### src/design/mwee_pkg.sv
// Package for the Microwire EEPROM master: command codes, engine modes,
// frame constants and the result beat layout.
// No dependencies.
package mwee_pkg;

  localparam int DATA_BITS     = 16;
  localparam int MAX_ADDR_BITS = 8;
  localparam int FRAME_W       = 28;

  // tdata of the input channel, padded to whole bytes
  localparam int IN_W  = 32;
  // tdata of the result channel, padded to whole bytes
  localparam int OUT_W = 24;

  localparam logic [3:0]  ADDR_BITS_RESET  = 4'd6;
  localparam logic [13:0] POLL_LIMIT_RESET = 14'd10000;
  localparam logic [13:0] POLL_SAT         = 14'h3fff;

  localparam logic [10:0] OP_READ_HDR  = 11'd6;
  localparam logic [10:0] OP_WRITE_HDR = 11'd5;
  localparam logic [10:0] EWEN_PATTERN = 11'h4f;
  localparam logic [10:0] EWDS_PATTERN = 11'h40;

  typedef enum logic [2:0] {
    CMD_READ  = 3'd0,
    CMD_WRITE = 3'd1,
    CMD_EWEN  = 3'd2,
    CMD_EWDS  = 3'd3,
    CMD_WAIT  = 3'd4,
    CMD_TICK  = 3'd5
  } cmd_t;

  typedef enum logic [1:0] {
    MODE_IDLE  = 2'd0,
    MODE_FRAME = 2'd1,
    MODE_WAIT  = 2'd2
  } mode_t;

  typedef enum logic {
    REG_ADDR_BITS  = 1'b0,
    REG_POLL_LIMIT = 1'b1
  } reg_idx_t;

  typedef struct packed {
    logic        last;
    logic        timed_out;
    logic        finished;
    logic [15:0] read_value;
    logic        data_in_pin;
    logic        shift_clock;
    logic        chip_select;
  } res_t;

endpackage

### src/design/microwire_eeprom_master.sv
// Top level of the Microwire EEPROM master: input register, command engine,
// four-entry result buffer and APB register port.
// Depends on mwee_pkg.

// Each accepted beat is held in an input register, then the engine turns it
// combinationally into zero to four pin-state beats, loaded into a small
// result buffer that drains one beat per cycle while out_tready is high. A
// new input beat is taken every cycle as long as each item yields at most
// one result and out_tready stays high; a frame tick yields two beats (four
// on the final bit), so then the result port sets the pace at one beat per
// cycle. There is no clearing pass after reset.
module microwire_eeprom_master (
  input  logic                       clk,
  input  logic                       rst_n,
  // in_tdata: command[2:0], address[10:3], write_data[26:11],
  // data_out_level[27], zero fill above
  input  logic                       in_tvalid,
  output logic                       in_tready,
  input  logic [mwee_pkg::IN_W-1:0]  in_tdata,
  // out_tdata: chip_select[0], shift_clock[1], data_in_pin[2],
  // read_value[18:3], finished[19], timed_out[20], zero fill above
  output logic                       out_tvalid,
  input  logic                       out_tready,
  output logic [mwee_pkg::OUT_W-1:0] out_tdata,
  output logic                       out_tlast,
  input  logic                       cfg_psel,
  input  logic                       cfg_penable,
  input  logic                       cfg_pwrite,
  input  logic [2:0]                 cfg_paddr,
  input  logic [31:0]                cfg_pwdata,
  output logic [31:0]                cfg_prdata,
  output logic                       cfg_pready
);
  import mwee_pkg::*;

  // configuration
  logic [3:0]  addr_bits_r;
  logic [13:0] poll_limit_r;
  logic        cfg_wr;
  reg_idx_t    cfg_sel;

  // input register
  logic        inv_r;
  cmd_t        cmd_r;
  logic [7:0]  addr_r;
  logic [15:0] wdata_r;
  logic        level_r;

  // engine state
  mode_t       mode_r, mode_nxt;
  logic [FRAME_W-1:0] frame_r, frame_nxt;
  logic [4:0]  bits_left_r, bits_left_nxt;
  logic [15:0] capture_r, capture_nxt;
  logic [13:0] poll_cnt_r, poll_cnt_nxt;

  // result buffer
  res_t        res_r [4];
  res_t        res_nxt [4];
  logic [2:0]  res_cnt_r, res_cnt_nxt;
  logic [1:0]  res_idx_r;
  logic [2:0]  n_res;

  logic        out_fire, buf_free, adv;

  // working values
  logic [3:0]  ab;
  logic [7:0]  amask;
  logic [7:0]  addr_m;
  logic [10:0] hdr;
  logic [4:0]  bl_m1;
  logic        bit_o;
  logic [13:0] limit;
  logic [13:0] poll_inc;

  // ---------------- configuration port ----------------
  assign cfg_pready = 1'b1;
  assign cfg_wr     = cfg_psel & cfg_penable & cfg_pwrite & cfg_pready;
  assign cfg_sel    = reg_idx_t'(cfg_paddr[2]);

  always_comb begin
    unique case (cfg_sel)
      REG_ADDR_BITS:  cfg_prdata = {28'd0, addr_bits_r};
      REG_POLL_LIMIT: cfg_prdata = {18'd0, poll_limit_r};
      default:        cfg_prdata = '0;
    endcase
  end

  always_ff @(posedge clk) begin
    if (!rst_n) begin
      addr_bits_r  <= ADDR_BITS_RESET;
      poll_limit_r <= POLL_LIMIT_RESET;
    end else if (cfg_wr) begin
      if (cfg_sel == REG_ADDR_BITS) addr_bits_r <= cfg_pwdata[3:0];
      else                          poll_limit_r <= cfg_pwdata[13:0];
    end
  end

  // ---------------- handshakes ----------------
  assign out_tvalid = (res_cnt_r != 3'd0);
  assign out_fire   = out_tvalid & out_tready;
  // buffer is free once empty or its last beat leaves now
  assign buf_free   = (res_cnt_r == 3'd0) ||
                      (out_fire && ({1'b0, res_idx_r} == res_cnt_r - 3'd1));
  assign adv        = buf_free;
  assign in_tready  = !inv_r || adv;

  always_ff @(posedge clk) begin
    if (!rst_n) begin
      inv_r <= 1'b0;
    end else if (in_tready) begin
      inv_r <= in_tvalid;
    end
  end

  always_ff @(posedge clk) begin
    if (in_tready && in_tvalid) begin
      cmd_r   <= cmd_t'(in_tdata[2:0]);
      addr_r  <= in_tdata[10:3];
      wdata_r <= in_tdata[26:11];
      level_r <= in_tdata[27];
    end
  end

  // ---------------- command engine ----------------
  always_comb begin
    priority if (addr_bits_r < 4'd4)                  ab = 4'd4;
    else if (addr_bits_r > 4'(MAX_ADDR_BITS))         ab = 4'(MAX_ADDR_BITS);
    else                                              ab = addr_bits_r;
  end

  assign amask    = 8'((9'd1 << ab) - 9'd1);
  assign addr_m   = addr_r & amask;
  assign bl_m1    = bits_left_r - 5'd1;
  assign bit_o    = frame_r[bl_m1];
  assign limit    = (poll_limit_r == 14'd0) ? 14'd1 : poll_limit_r;
  assign poll_inc = (poll_cnt_r < POLL_SAT) ? poll_cnt_r + 14'd1 : poll_cnt_r;

  always_comb begin
    mode_nxt      = mode_r;
    frame_nxt     = frame_r;
    bits_left_nxt = bits_left_r;
    capture_nxt   = capture_r;
    poll_cnt_nxt  = poll_cnt_r;
    n_res         = 3'd0;
    hdr           = '0;
    for (int i = 0; i < 4; i++) res_nxt[i] = '0;

    if (inv_r) begin
      unique case (cmd_r)
        CMD_READ, CMD_WRITE, CMD_EWEN, CMD_EWDS: begin
          if (mode_r == MODE_IDLE) begin
            unique case (cmd_r)
              CMD_READ: begin
                hdr           = (OP_READ_HDR << ab) | {3'd0, addr_m};
                frame_nxt     = {1'b0, hdr, 16'd0};
                bits_left_nxt = 5'd20 + {1'b0, ab};
              end
              CMD_WRITE: begin
                hdr           = (OP_WRITE_HDR << ab) | {3'd0, addr_m};
                frame_nxt     = {1'b0, hdr, wdata_r};
                bits_left_nxt = 5'd20 + {1'b0, ab};
              end
              CMD_EWEN: begin
                frame_nxt     = FRAME_W'(EWEN_PATTERN << (ab - 4'd4));
                bits_left_nxt = 5'd4 + {1'b0, ab};
              end
              default: begin
                frame_nxt     = FRAME_W'(EWDS_PATTERN << (ab - 4'd4));
                bits_left_nxt = 5'd4 + {1'b0, ab};
              end
            endcase
            capture_nxt             = '0;
            mode_nxt                = MODE_FRAME;
            n_res                   = 3'd1;
            res_nxt[0].chip_select  = 1'b1;
            res_nxt[0].shift_clock  = 1'b1;
            res_nxt[0].last         = 1'b1;
          end
        end
        CMD_WAIT: begin
          if (mode_r == MODE_IDLE) begin
            poll_cnt_nxt           = '0;
            mode_nxt               = MODE_WAIT;
            n_res                  = 3'd1;
            res_nxt[0].chip_select = 1'b1;
            res_nxt[0].last        = 1'b1;
          end
        end
        CMD_TICK: begin
          if (mode_r == MODE_FRAME) begin
            if (bits_left_r == 5'd0 || bits_left_r > 5'(FRAME_W)) begin
              // corrupt count: close the frame at once
              mode_nxt              = MODE_IDLE;
              bits_left_nxt         = '0;
              n_res                 = 3'd1;
              res_nxt[0].read_value = capture_r;
              res_nxt[0].finished   = 1'b1;
              res_nxt[0].last       = 1'b1;
            end else begin
              capture_nxt            = {capture_r[14:0], level_r};
              bits_left_nxt          = bl_m1;
              res_nxt[0].chip_select = 1'b1;
              res_nxt[0].data_in_pin = bit_o;
              res_nxt[1].chip_select = 1'b1;
              res_nxt[1].shift_clock = 1'b1;
              res_nxt[1].data_in_pin = bit_o;
              if (bl_m1 != 5'd0) begin
                n_res           = 3'd2;
                res_nxt[1].last = 1'b1;
              end else begin
                // final bit: idle beat, then deselect with the captured word
                mode_nxt               = MODE_IDLE;
                n_res                  = 3'd4;
                res_nxt[2].chip_select = 1'b1;
                res_nxt[3].read_value  = {capture_r[14:0], level_r};
                res_nxt[3].finished    = 1'b1;
                res_nxt[3].last        = 1'b1;
              end
            end
          end else if (mode_r == MODE_WAIT) begin
            n_res                  = 3'd1;
            res_nxt[0].chip_select = 1'b1;
            res_nxt[0].last        = 1'b1;
            if (level_r) begin
              mode_nxt            = MODE_IDLE;
              res_nxt[0].finished = 1'b1;
            end else begin
              poll_cnt_nxt = poll_inc;
              if (poll_inc >= limit) begin
                mode_nxt             = MODE_IDLE;
                res_nxt[0].finished  = 1'b1;
                res_nxt[0].timed_out = 1'b1;
              end
            end
          end
        end
        default: ;
      endcase
    end
  end

  always_ff @(posedge clk) begin
    if (!rst_n) begin
      mode_r      <= MODE_IDLE;
      frame_r     <= '0;
      bits_left_r <= '0;
      capture_r   <= '0;
      poll_cnt_r  <= '0;
    end else if (adv) begin
      mode_r      <= mode_nxt;
      frame_r     <= frame_nxt;
      bits_left_r <= bits_left_nxt;
      capture_r   <= capture_nxt;
      poll_cnt_r  <= poll_cnt_nxt;
    end
  end

  // ---------------- result buffer ----------------
  assign res_cnt_nxt = adv ? n_res : res_cnt_r;

  always_ff @(posedge clk) begin
    if (!rst_n) begin
      res_cnt_r <= '0;
      res_idx_r <= '0;
    end else begin
      res_cnt_r <= res_cnt_nxt;
      if (adv)           res_idx_r <= '0;
      else if (out_fire) res_idx_r <= res_idx_r + 2'd1;
    end
  end

  always_ff @(posedge clk) begin
    if (adv) begin
      for (int i = 0; i < 4; i++) res_r[i] <= res_nxt[i];
    end
  end

  assign out_tdata = {3'd0, res_r[res_idx_r].timed_out, res_r[res_idx_r].finished,
                      res_r[res_idx_r].read_value, res_r[res_idx_r].data_in_pin,
                      res_r[res_idx_r].shift_clock, res_r[res_idx_r].chip_select};
  assign out_tlast = res_r[res_idx_r].last;

`ifndef SYNTHESIS
  a_idx_in_range: assert property (@(posedge clk) disable iff (!rst_n)
    out_tvalid |-> ({1'b0, res_idx_r} < res_cnt_r))
    else $error("result index beyond buffer fill");

  a_cnt_bound: assert property (@(posedge clk) disable iff (!rst_n)
    res_cnt_r <= 3'd4)
    else $error("result buffer overfilled");

  a_no_overrun: assert property (@(posedge clk) disable iff (!rst_n)
    (inv_r && !adv) |-> !in_tready)
    else $error("input register overwritten while held");

  a_bits_bound: assert property (@(posedge clk) disable iff (!rst_n)
    bits_left_r <= 5'(FRAME_W))
    else $error("frame bit count out of range");

  a_timeout_fin: assert property (@(posedge clk) disable iff (!rst_n)
    (out_tvalid && res_r[res_idx_r].timed_out) |->
      (res_r[res_idx_r].finished && res_r[res_idx_r].last))
    else $error("timeout beat not marked finished");
`endif

endmodule

### config.mk
export PLATFORM = sky130hd
export DESIGN_NAME = microwire_eeprom_master
export DESIGN_NICKNAME = d
export VERILOG_FILES = /design/src/design/mwee_pkg.sv /design/src/design/microwire_eeprom_master.sv
export SDC_FILE = /design/constraint.sdc
export NUM_CORES = 1
export LEC_CHECK = 0
export BUFFER_PORTS_ARGS = -buffer_cell sky130_fd_sc_hd__buf_4
export CORE_ASPECT_RATIO = 0.75
export CORE_UTILIZATION = 52
export DETAILED_ROUTE_END_ITERATION = 16
export PLACE_DENSITY = 0.73
export SYNTH_ARGS = -nofsm -noshare
export SYNTH_HDL_FRONTEND = slang
export SYNTH_SLANG_ARGS = --single-unit
### constraint.sdc
create_clock -name clk -period 2.9 [get_ports clk]
set_input_delay 0.145 -clock clk [delete_from_list [all_inputs] [get_ports clk]]
set_output_delay 0.145 -clock clk [all_outputs]
set_load 0.005 [all_outputs]
==> flow_metrics.tcl, run 1 <==
set metrics [dict create \
    status "finished, violations left" \
    violations "setup timing" \
    syn_area_um2 8420 \
    synth_edf_count 70 \
    fin_crit_ns 3.16 \
    initial_utilization 0.543 \
    max_freq_ghz 0.316 \
    synth-seq-cells 160 \
    p_total_w 0.00513 \
    final_common_cell "buf_4" \
    final_cell_mix "138 x buf_4, 97 x nand2_1, 79 x dfxtp_1, 70 x edfxtp_1, 50 x and2_1" \
    layout_setup_ws_ns -0.262 \
    tightest_slew_ns 0.780 \
    synth_top_area_share 0.250 \
    pwr-share-comb 0.100 \
    crit_type "reg -> reg" \
    critPathMaxFanout 5 \
    rsz0062_at_grt "yes" \
    cts_tree "yes" \
    cts_root_buf "clkbuf_16" \
    place_congestion 0.915 \
    die-width_um 149 \
    syn_inst 828 \
    p_leak_nw 4.51 \
    peakVddDrop_mv 0.456 \
    min_period_over_period 1.09 \
    internal-power_w 0.00387 \
    grt_pass1_vias 6636 \
    overflow 0 \
    place_area_um2 9430 \
    syn-mean-instance-area_um2 10.2 \
    p_per_area_nw_per_um2 481 \
    whs_ns 0.00834 \
    layout-drive-gt1-share 0.250 \
    die_h_um 112 \
    post-synth-top-area-cell "edfxtp_1" \
    htreeDepth 4 \
    pre_cts_ws_ns -0.278 \
    port-buffer-count 87 \
    fillers 1174 \
    rr_worst_depth 10 \
    synthArstFlopShare 0 \
    hp-class "in -> reg" \
    ioPinCount 134 \
    num_vias 6926 \
    final_area_um2 10700 \
    viasPerCell 5.78 \
    core-area_um2 15500 \
    cts_max_path_buffers 2 \
    dieArea_um2 16700 \
    grt_max_degree 62 \
    dr.pass1.iters 6 \
    dp_hpwl_um 14200 \
    synthToLayoutAreaGrowth_pct 26.5 \
    num-nets-final 1083 \
    antenna_found_initial 0 \
    row_count 39 \
    arrival_ns 3.52 \
    ant_nets 0 \
    hold_viol 0 \
    max_cap_viol_count 0 \
    setup_viol 4 \
    ys_top_cells_by_area "edfxtp_1 25%, dfxtp_1 21%, nand2_1 4.3%" \
    seq_power_share 0.481 \
    end_kind "flop" \
    min_path_cells 3 \
    clockPowerShare 0.419 \
    wl_per_cell_um 17.9 \
    slew_headroom 0.480 \
    clock-sinks 160 \
    grt_pass1_wl_um 33900 \
    drt_iter0_markers 660 \
    ys_seq_area_frac 0.464 \
    yosysWarnings 0 \
    ys.flop_type "dfxtp_1" \
    grt_use_total 0.260 \
    cts_made_buffers 17 \
    clock_latency_ns 0.44 \
    antenna_cells 0 \
    fin_util 0.687 \
    critPathRequiredTime_ns 3.26 \
    worst_setup_path_start_kind "flop" \
    fin_worst_skew_ns 0.0123 \
    final-max-slew-violation-count 0 \
    synth_cell_types 84 \
    clkTransAtPathRegs_ns 0.06 \
    drc 0 \
    p_sw_w 0.00125 \
    wl_um 21500 \
    swShare 0.245 \
]
-- area by class of cell --
cell class / count / area, um^2 / share of cell area
multi-input combinational: 584 / 4270 / 0.400
sequential: 160 / 3930 / 0.368
timing repair buffer: 184 / 1500 / 0.141
clock buffer: 19 / 475 / 0.0446
tap: 205 / 256 / 0.0241
inverter: 33 / 136 / 0.0128
clock inverter: 13 / 95.1 / 0.00892
-- worst max-delay path, cell delays in order (launching register included) --
cell and delay [ns]:
dfxtp_1 0.38, nand3_2 0.17, or4_4 0.59, mux2_4 0.34, ha_4 0.22, nand4_1 0.09, o21ai_2 0.07, a2111o_1 0.36
a41o_1 0.28, o41ai_4 0.37, mux2i_1 0.22
-- registers in the layout, indices dropped and copies added, names as in the netlist, named ones only --
register      cells
poll_cnt_r       14
inv_r             1
level_r           1
frame_r          27
mode_r            2
wdata_r          16
addr_r            8
poll_limit_r     14
cmd_r             3
res_cnt_r         3
bits_left_r       5
res_idx_r         2
res_r            42
capture_r        16
addr_bits_r       4
-- path summary, 6_finish.rpt --
check,start,end,slack (ns)
worst max-delay path,poll_cnt_r[13],mode_r[1],-0.26
worst min-delay path,cfg_pwdata[11],poll_limit_r[11],0.008
worst max register to register,poll_cnt_r[13],mode_r[1],-0.26
worst min register to register,capture_r[15],capture_r[15],0.44
-- per-stage QoR --
step           TNS (ns)  std cells
2_1_floorplan    -0.135        850
3_3_place_gp     -0.322       1115
3_5_place_dp     -0.701       1115
4_1_cts          -0.438       1191
5_1_grt           -1.15       1198
6_report         -0.713       1198
-- timing repair --
item | CTS | global route
pin swaps | 8 | 16
endpoints found under the hold margin | 46 | 0
buffers inserted | 2 | 7
setup endpoints to repair | 4 | 4
gates resized for setup | 6 | 26
hold buffers | 42 | 0
-- cells by family after synthesis --
logic type,Yosys count,share of synthesized area
AOI/OAI and AO/OA,189,0.173
xor gates and xnor gates,20,0.0217
adders and majority gates,29,0.0431
buffers and inverters,106,0.0673
DFF,160,0.464
muxes,26,0.0425
other,2,0.000892
and+or+nand+nor,296,0.188
-- power groups by stage --
stage          registers [W]  clock network [W]  logic, W
6_report             0.00247            0.00215  0.000514
5_1_grt              0.00247            0.00228  0.000557
4_1_cts              0.00246            0.00216  0.000506
3_5_place_dp         0.00251                  0  0.000457
3_3_place_gp         0.00251                  0  0.000442
2_1_floorplan        0.00249                  0  0.000323
-- cell usage after synthesis, types with 25 or more instances --
master     n
nor2_1    35
inv_1     30
and2_1    50
clkbuf_1  25
edfxtp_1  70
dfxtp_1   90
ha_1      29
buf_4     29
nand3_1   34
nand2_1   97
-- per-layer routing --
metal | track usage | up-vias | routed length (um)
met5 | 0 | - | 0
met4 | 0.0789 | 0 | 337
met3 | 0.0524 | 34 | 1240
met2 | 0.413 | 276 | 10100
met1 | 0.357 | 3349 | 9830
li1 | - | 3267 | -
Note: power is estimated with default switching activity, not from simulation.
==> run 2: changes to the inputs <==
--- a/config.mk
+++ b/config.mk
@@ -10,6 +10,7 @@
 export CORE_UTILIZATION = 52
 export DETAILED_ROUTE_END_ITERATION = 16
 export PLACE_DENSITY = 0.73
+export SKIP_LAST_GASP = 1
 export SYNTH_ARGS = -nofsm -noshare
 export SYNTH_HDL_FRONTEND = slang
 export SYNTH_SLANG_ARGS = --single-unit
==> constraint.sdc (replaced) <==
create_clock -name clk -period 2.9 [get_ports clk]
set_input_delay 0.29 -clock clk [delete_from_list [all_inputs] [get_ports clk]]
set_output_delay 0.29 -clock clk [all_outputs]
set_load 0.005 [all_outputs]
==> flow_metrics.tcl, run 2 (synthesized netlist as in run 1, its figures left out) <==
set metrics [dict create \
    dieArea_um2 16700 \
    wl_um 20100 \
    clock-sinks 160 \
    antenna_found_initial 0 \
    grt_max_degree 49 \
    cts_max_path_buffers 2 \
    slew_headroom 0.507 \
    synthToLayoutAreaGrowth_pct 21.5 \
    min_period_over_period 1.07 \
    wl_per_cell_um 17.4 \
    end_kind "flop" \
    drc 0 \
    port-buffer-count 87 \
    max_freq_ghz 0.322 \
    cts_made_buffers 17 \
    dr.pass1.iters 6 \
    num_vias 6682 \
    pre_cts_ws_ns -0.267 \
    layout-drive-gt1-share 0.254 \
    row_count 39 \
    tightest_slew_ns 0.739 \
    die-width_um 149 \
    status "finished, violations left" \
    ioPinCount 134 \
    cts_tree "yes" \
    layout_setup_ws_ns -0.202 \
    rsz0062_at_grt "yes" \
    arrival_ns 3.47 \
    peakVddDrop_mv 0.464 \
    final-max-slew-violation-count 0 \
    htreeDepth 4 \
    max_cap_viol_count 0 \
    worst_setup_path_start_kind "flop" \
    final_cells 1159 \
    grt_pass1_wl_um 33100 \
    antenna_cells 0 \
    overflow 0 \
    critPathMaxFanout 6 \
    top_regs "res_r (42), frame_r (27)" \
    final_common_cell "buf_4" \
    violations "setup timing" \
    crit_type "reg -> reg" \
    final_cell_mix "143 x buf_4, 97 x nand2_1, 80 x dfxtp_1, 70 x edfxtp_1, 50 x and2_1" \
    p_leak_nw 4.36 \
    top_register "res_r" \
    hp-class "in -> reg" \
    fin_worst_skew_ns 0.0157 \
    hold_viol 0 \
    fin_crit_ns 3.10 \
    num-nets-final 1044 \
    grt_pass1_vias 6555 \
    grt_use_total 0.253 \
    core-area_um2 15500 \
    dp.cells 1121 \
    dp_hpwl_um 14200 \
    drt_iter0_markers 540 \
    cts_root_buf "clkbuf_16" \
    viasPerCell 5.77 \
    place_congestion 0.860 \
    setup_viol 4 \
    p_per_area_nw_per_um2 499 \
    clock_latency_ns 0.44 \
    initial_utilization 0.543 \
    clkTransAtPathRegs_ns 0.07 \
    critPathRequiredTime_ns 3.26 \
    largest_reg_flops 42 \
    ant_nets 0 \
    die_h_um 112 \
]
==> run 2: report_power, final <==
group | internal (W) | total (W) | switching [W]
sequential | 0.00242 | 0.00246 | 0.0000440
clock | 0.00121 | 0.00218 | 0.000964
combinational | 0.000212 | 0.000467 | 0.000255
==> run 2: path summary, 6_finish.rpt <==
| kind | startpoint | to | slack [ns] | depth (start not counted) |
|---|---|---|---|---|
| setup / recovery | poll_cnt_r[1] | mode_r[1] | -0.20 | 11 |
| hold / removal | in_tdata[25] | wdata_r[14] | 0.02 | 1 |
| setup reg to reg | poll_cnt_r[1] | mode_r[1] | -0.20 | 11 |
| hold reg to reg | frame_r[25] | frame_r[25] | 0.45 | 2 |
==> run 2: repair_timing <==
action | CTS | global route
endpoints found under the setup margin | 4 | 4
buffers inserted | 5 | 1
resized for setup | 11 | 10
hold buffers | 0 | 0
pin swaps | 13 | 5
cloned | 0 | 0
==> run 2: cell type report <==
type	instances	area, um^2
clock buffer	20	479
fill	1208	5290
tap	205	256
clock inverter	12	95.1
inverter	33	136
sequential	160	3920
timing repair buffer	145	1110
multi-input combinational	584	4230
==> run 2: through the flow <==
stage | power [W] | util | hold slack (ns) | TNS [ns] | area, um^2
after global placement | 0.00295 | 0.611 | 0.433 | -0.512 | 9490
after detailed placement | 0.00297 | 0.611 | 0.439 | -0.772 | 9490
after CTS | 0.00514 | 0.655 | 0.00839 | -0.380 | 10200
final | 0.00511 | 0.659 | 0.0197 | -0.655 | 10200
after global routing | 0.00528 | 0.659 | 0.00547 | -0.950 | 10200
after floorplan | 0.00282 | - | 0.389 | -0.135 | 8620
==> run 2: layer usage <==
| layer | wire, um | vias to the layer above | global-route usage |
|---|---|---|---|
| met2 | 9120 | 262 | 0.398 |
| met3 | 1190 | 33 | 0.0537 |
| met4 | 351 | 0 | 0.0844 |
| met5 | 0 | - | 0 |
| met1 | 9460 | 3193 | 0.346 |
| li1 | - | 3194 | - |
==> run 2: worst max-delay path, cell delays in order, from the launching register on <==
cell and delay, ns:
dfxtp_2 0.36, ha_4 0.15, nand3_4 0.09, or4_4 0.56
mux2_4 0.35, ha_4 0.22, nand4_1 0.07, o21ai_1 0.07
a2111o_1 0.39, a41o_4 0.28, o41ai_4 0.25, mux2i_1 0.22
==> run 3: changes to the inputs <==
--- a/config.mk
+++ b/config.mk
@@ -7,9 +7,10 @@
 export LEC_CHECK = 0
 export BUFFER_PORTS_ARGS = -buffer_cell sky130_fd_sc_hd__buf_4
 export CORE_ASPECT_RATIO = 0.75
-export CORE_UTILIZATION = 52
+export CORE_UTILIZATION = 53
+export CTS_BUF_LIST = sky130_fd_sc_hd__clkbuf_8
 export DETAILED_ROUTE_END_ITERATION = 16
-export PLACE_DENSITY = 0.73
+export PLACE_DENSITY = 0.74
 export SKIP_LAST_GASP = 1
 export SYNTH_ARGS = -nofsm -noshare
 export SYNTH_HDL_FRONTEND = slang
==> flow_metrics.tcl, run 3 (synthesized netlist as in run 1, its figures left out) <==
set metrics [dict create \
    status "finished, violations left" \
    violations "setup timing" \
    rsz0062_at_grt "yes" \
    viasPerCell 5.72 \
    final-max-slew-violation-count 0 \
    die-width_um 148 \
    dp_hpwl_um 13800 \
    fin_crit_ns 3.10 \
    arrival_ns 3.49 \
    slew_headroom 0.498 \
    row_count 39 \
    clock_latency_ns 0.46 \
    crit_type "reg -> reg" \
    p_total_w 0.00463 \
    grt_max_degree 57 \
    die_h_um 111 \
    largest_reg_flops 42 \
    place_congestion 0.894 \
    num_vias 6766 \
    max_cap_viol_count 0 \
    antenna_found_initial 0 \
    busiest_layer "met2" \
    grt_use_total 0.249 \
    final_cell_mix "140 x buf_4, 97 x nand2_1, 80 x dfxtp_1, 70 x edfxtp_1, 50 x and2_1" \
    wl_per_cell_um 16.9 \
    peakVddDrop_mv 0.331 \
    clock-sinks 160 \
    p_per_area_nw_per_um2 451 \
    worst_setup_path_start_kind "flop" \
    num-nets-final 1068 \
    end_kind "flop" \
    dr.pass1.iters 5 \
    layout_setup_ws_ns -0.203 \
    hold_viol 0 \
    drt_iter0_markers 559 \
    top_regs "res_r (42), frame_r (27)" \
    grtUsageMet2 0.400 \
    initial_utilization 0.548 \
    grt_pass1_vias 6502 \
    dieArea_um2 16400 \
    p_leak_nw 4.36 \
    synthToLayoutAreaGrowth_pct 21.9 \
    cts_made_buffers 17 \
    fin_util 0.668 \
    critPathMaxFanout 6 \
    overflow 0 \
    tightest_slew_ns 0.753 \
    cts_root_buf "clkbuf_8" \
    clkTransAtPathRegs_ns 0.09 \
    port-buffer-count 87 \
    cts_tree "yes" \
    grt_pass1_wl_um 32200 \
    fin_worst_skew_ns 0.0119 \
    min_period_over_period 1.07 \
    top_register "res_r" \
    cts_max_path_buffers 2 \
    antenna_cells 0 \
    gr-usage-met1 0.337 \
    htreeDepth 4 \
    max_freq_ghz 0.322 \
    setup_viol 4 \
    critPathRequiredTime_ns 3.29 \
    grt_use_met3 0.0527 \
    wl_um 20000 \
    ioPinCount 134 \
    hp-class "in -> reg" \
    layout-drive-gt1-share 0.237 \
    final_common_cell "buf_4" \
    core-area_um2 15400 \
    drc 0 \
    ant_nets 0 \
]
## run 3: cell type report
cell class / instances / area, um^2
inverter: 33 / 136
multi-input combinational: 584 / 4200
clock buffer: 19 / 262
sequential: 160 / 3930
fill: 1182 / 5100
tap: 205 / 256
timing repair buffer: 169 / 1350
clock inverter: 13 / 138
## run 3: power by group
group	internal [W]	total (W)	switching, W
Sequential	0.00242	0.00246	0.0000456
Clock	0.000812	0.00167	0.000861
Combinational	0.000234	0.000492	0.000258
## run 3: worst paths after layout
path | start | slack [ns] | cells past startpoint | end
worst max-delay path | poll_cnt_r[5] | -0.20 | 11 | mode_r[1]
worst min-delay path | cfg_pwdata[9] | 0.06 | 3 | poll_limit_r[9]
worst max register to register | poll_cnt_r[5] | -0.20 | 11 | mode_r[1]
worst min register to register | capture_r[15] | 0.46 | 2 | capture_r[15]
## run 3: worst max-delay path, stage by stage, from the launching register on
cell	delay [ns]
dfxtp_4	0.36
nand4_4	0.16
or4_4	0.62
nand3_4	0.12
xnor2_2	0.11
ha_1	0.27
a21oi_1	0.14
o21ai_1	0.09
a2111o_1	0.39
a41o_4	0.28
o41ai_4	0.26
mux2i_1	0.22
## run 3: per-layer routing
layer	vias to the layer above	wire length [um]
li1	3234	-
met5	-	0
met1	3246	9170
met2	263	9360
met4	0	237
met3	23	1280
## run 3: what timing repair did
action                                 4_1_cts  5_1_grt
hold buffers                                26        2
endpoints found under the hold margin       26        2
setup endpoints to repair                    4        4
pin swaps                                    4        4
buffers inserted                             2        2
gates cloned                                 0        0
resized for setup                           10        8
## run 3: through the flow
step	std cells	instance area, um^2	TNS, ns	setup slack [ns]	hold WS (ns)
6_report	1183	10300	-0.633	-0.203	0.0590
3_3_place_gp	1119	9470	-0.453	-0.183	0.432
5_1_grt	1183	10300	-0.955	-0.300	0.0469
3_5_place_dp	1119	9470	-0.904	-0.319	0.447
2_1_floorplan	850	8620	-0.135	-0.0866	0.389
4_1_cts	1179	10200	-0.641	-0.206	0.000742
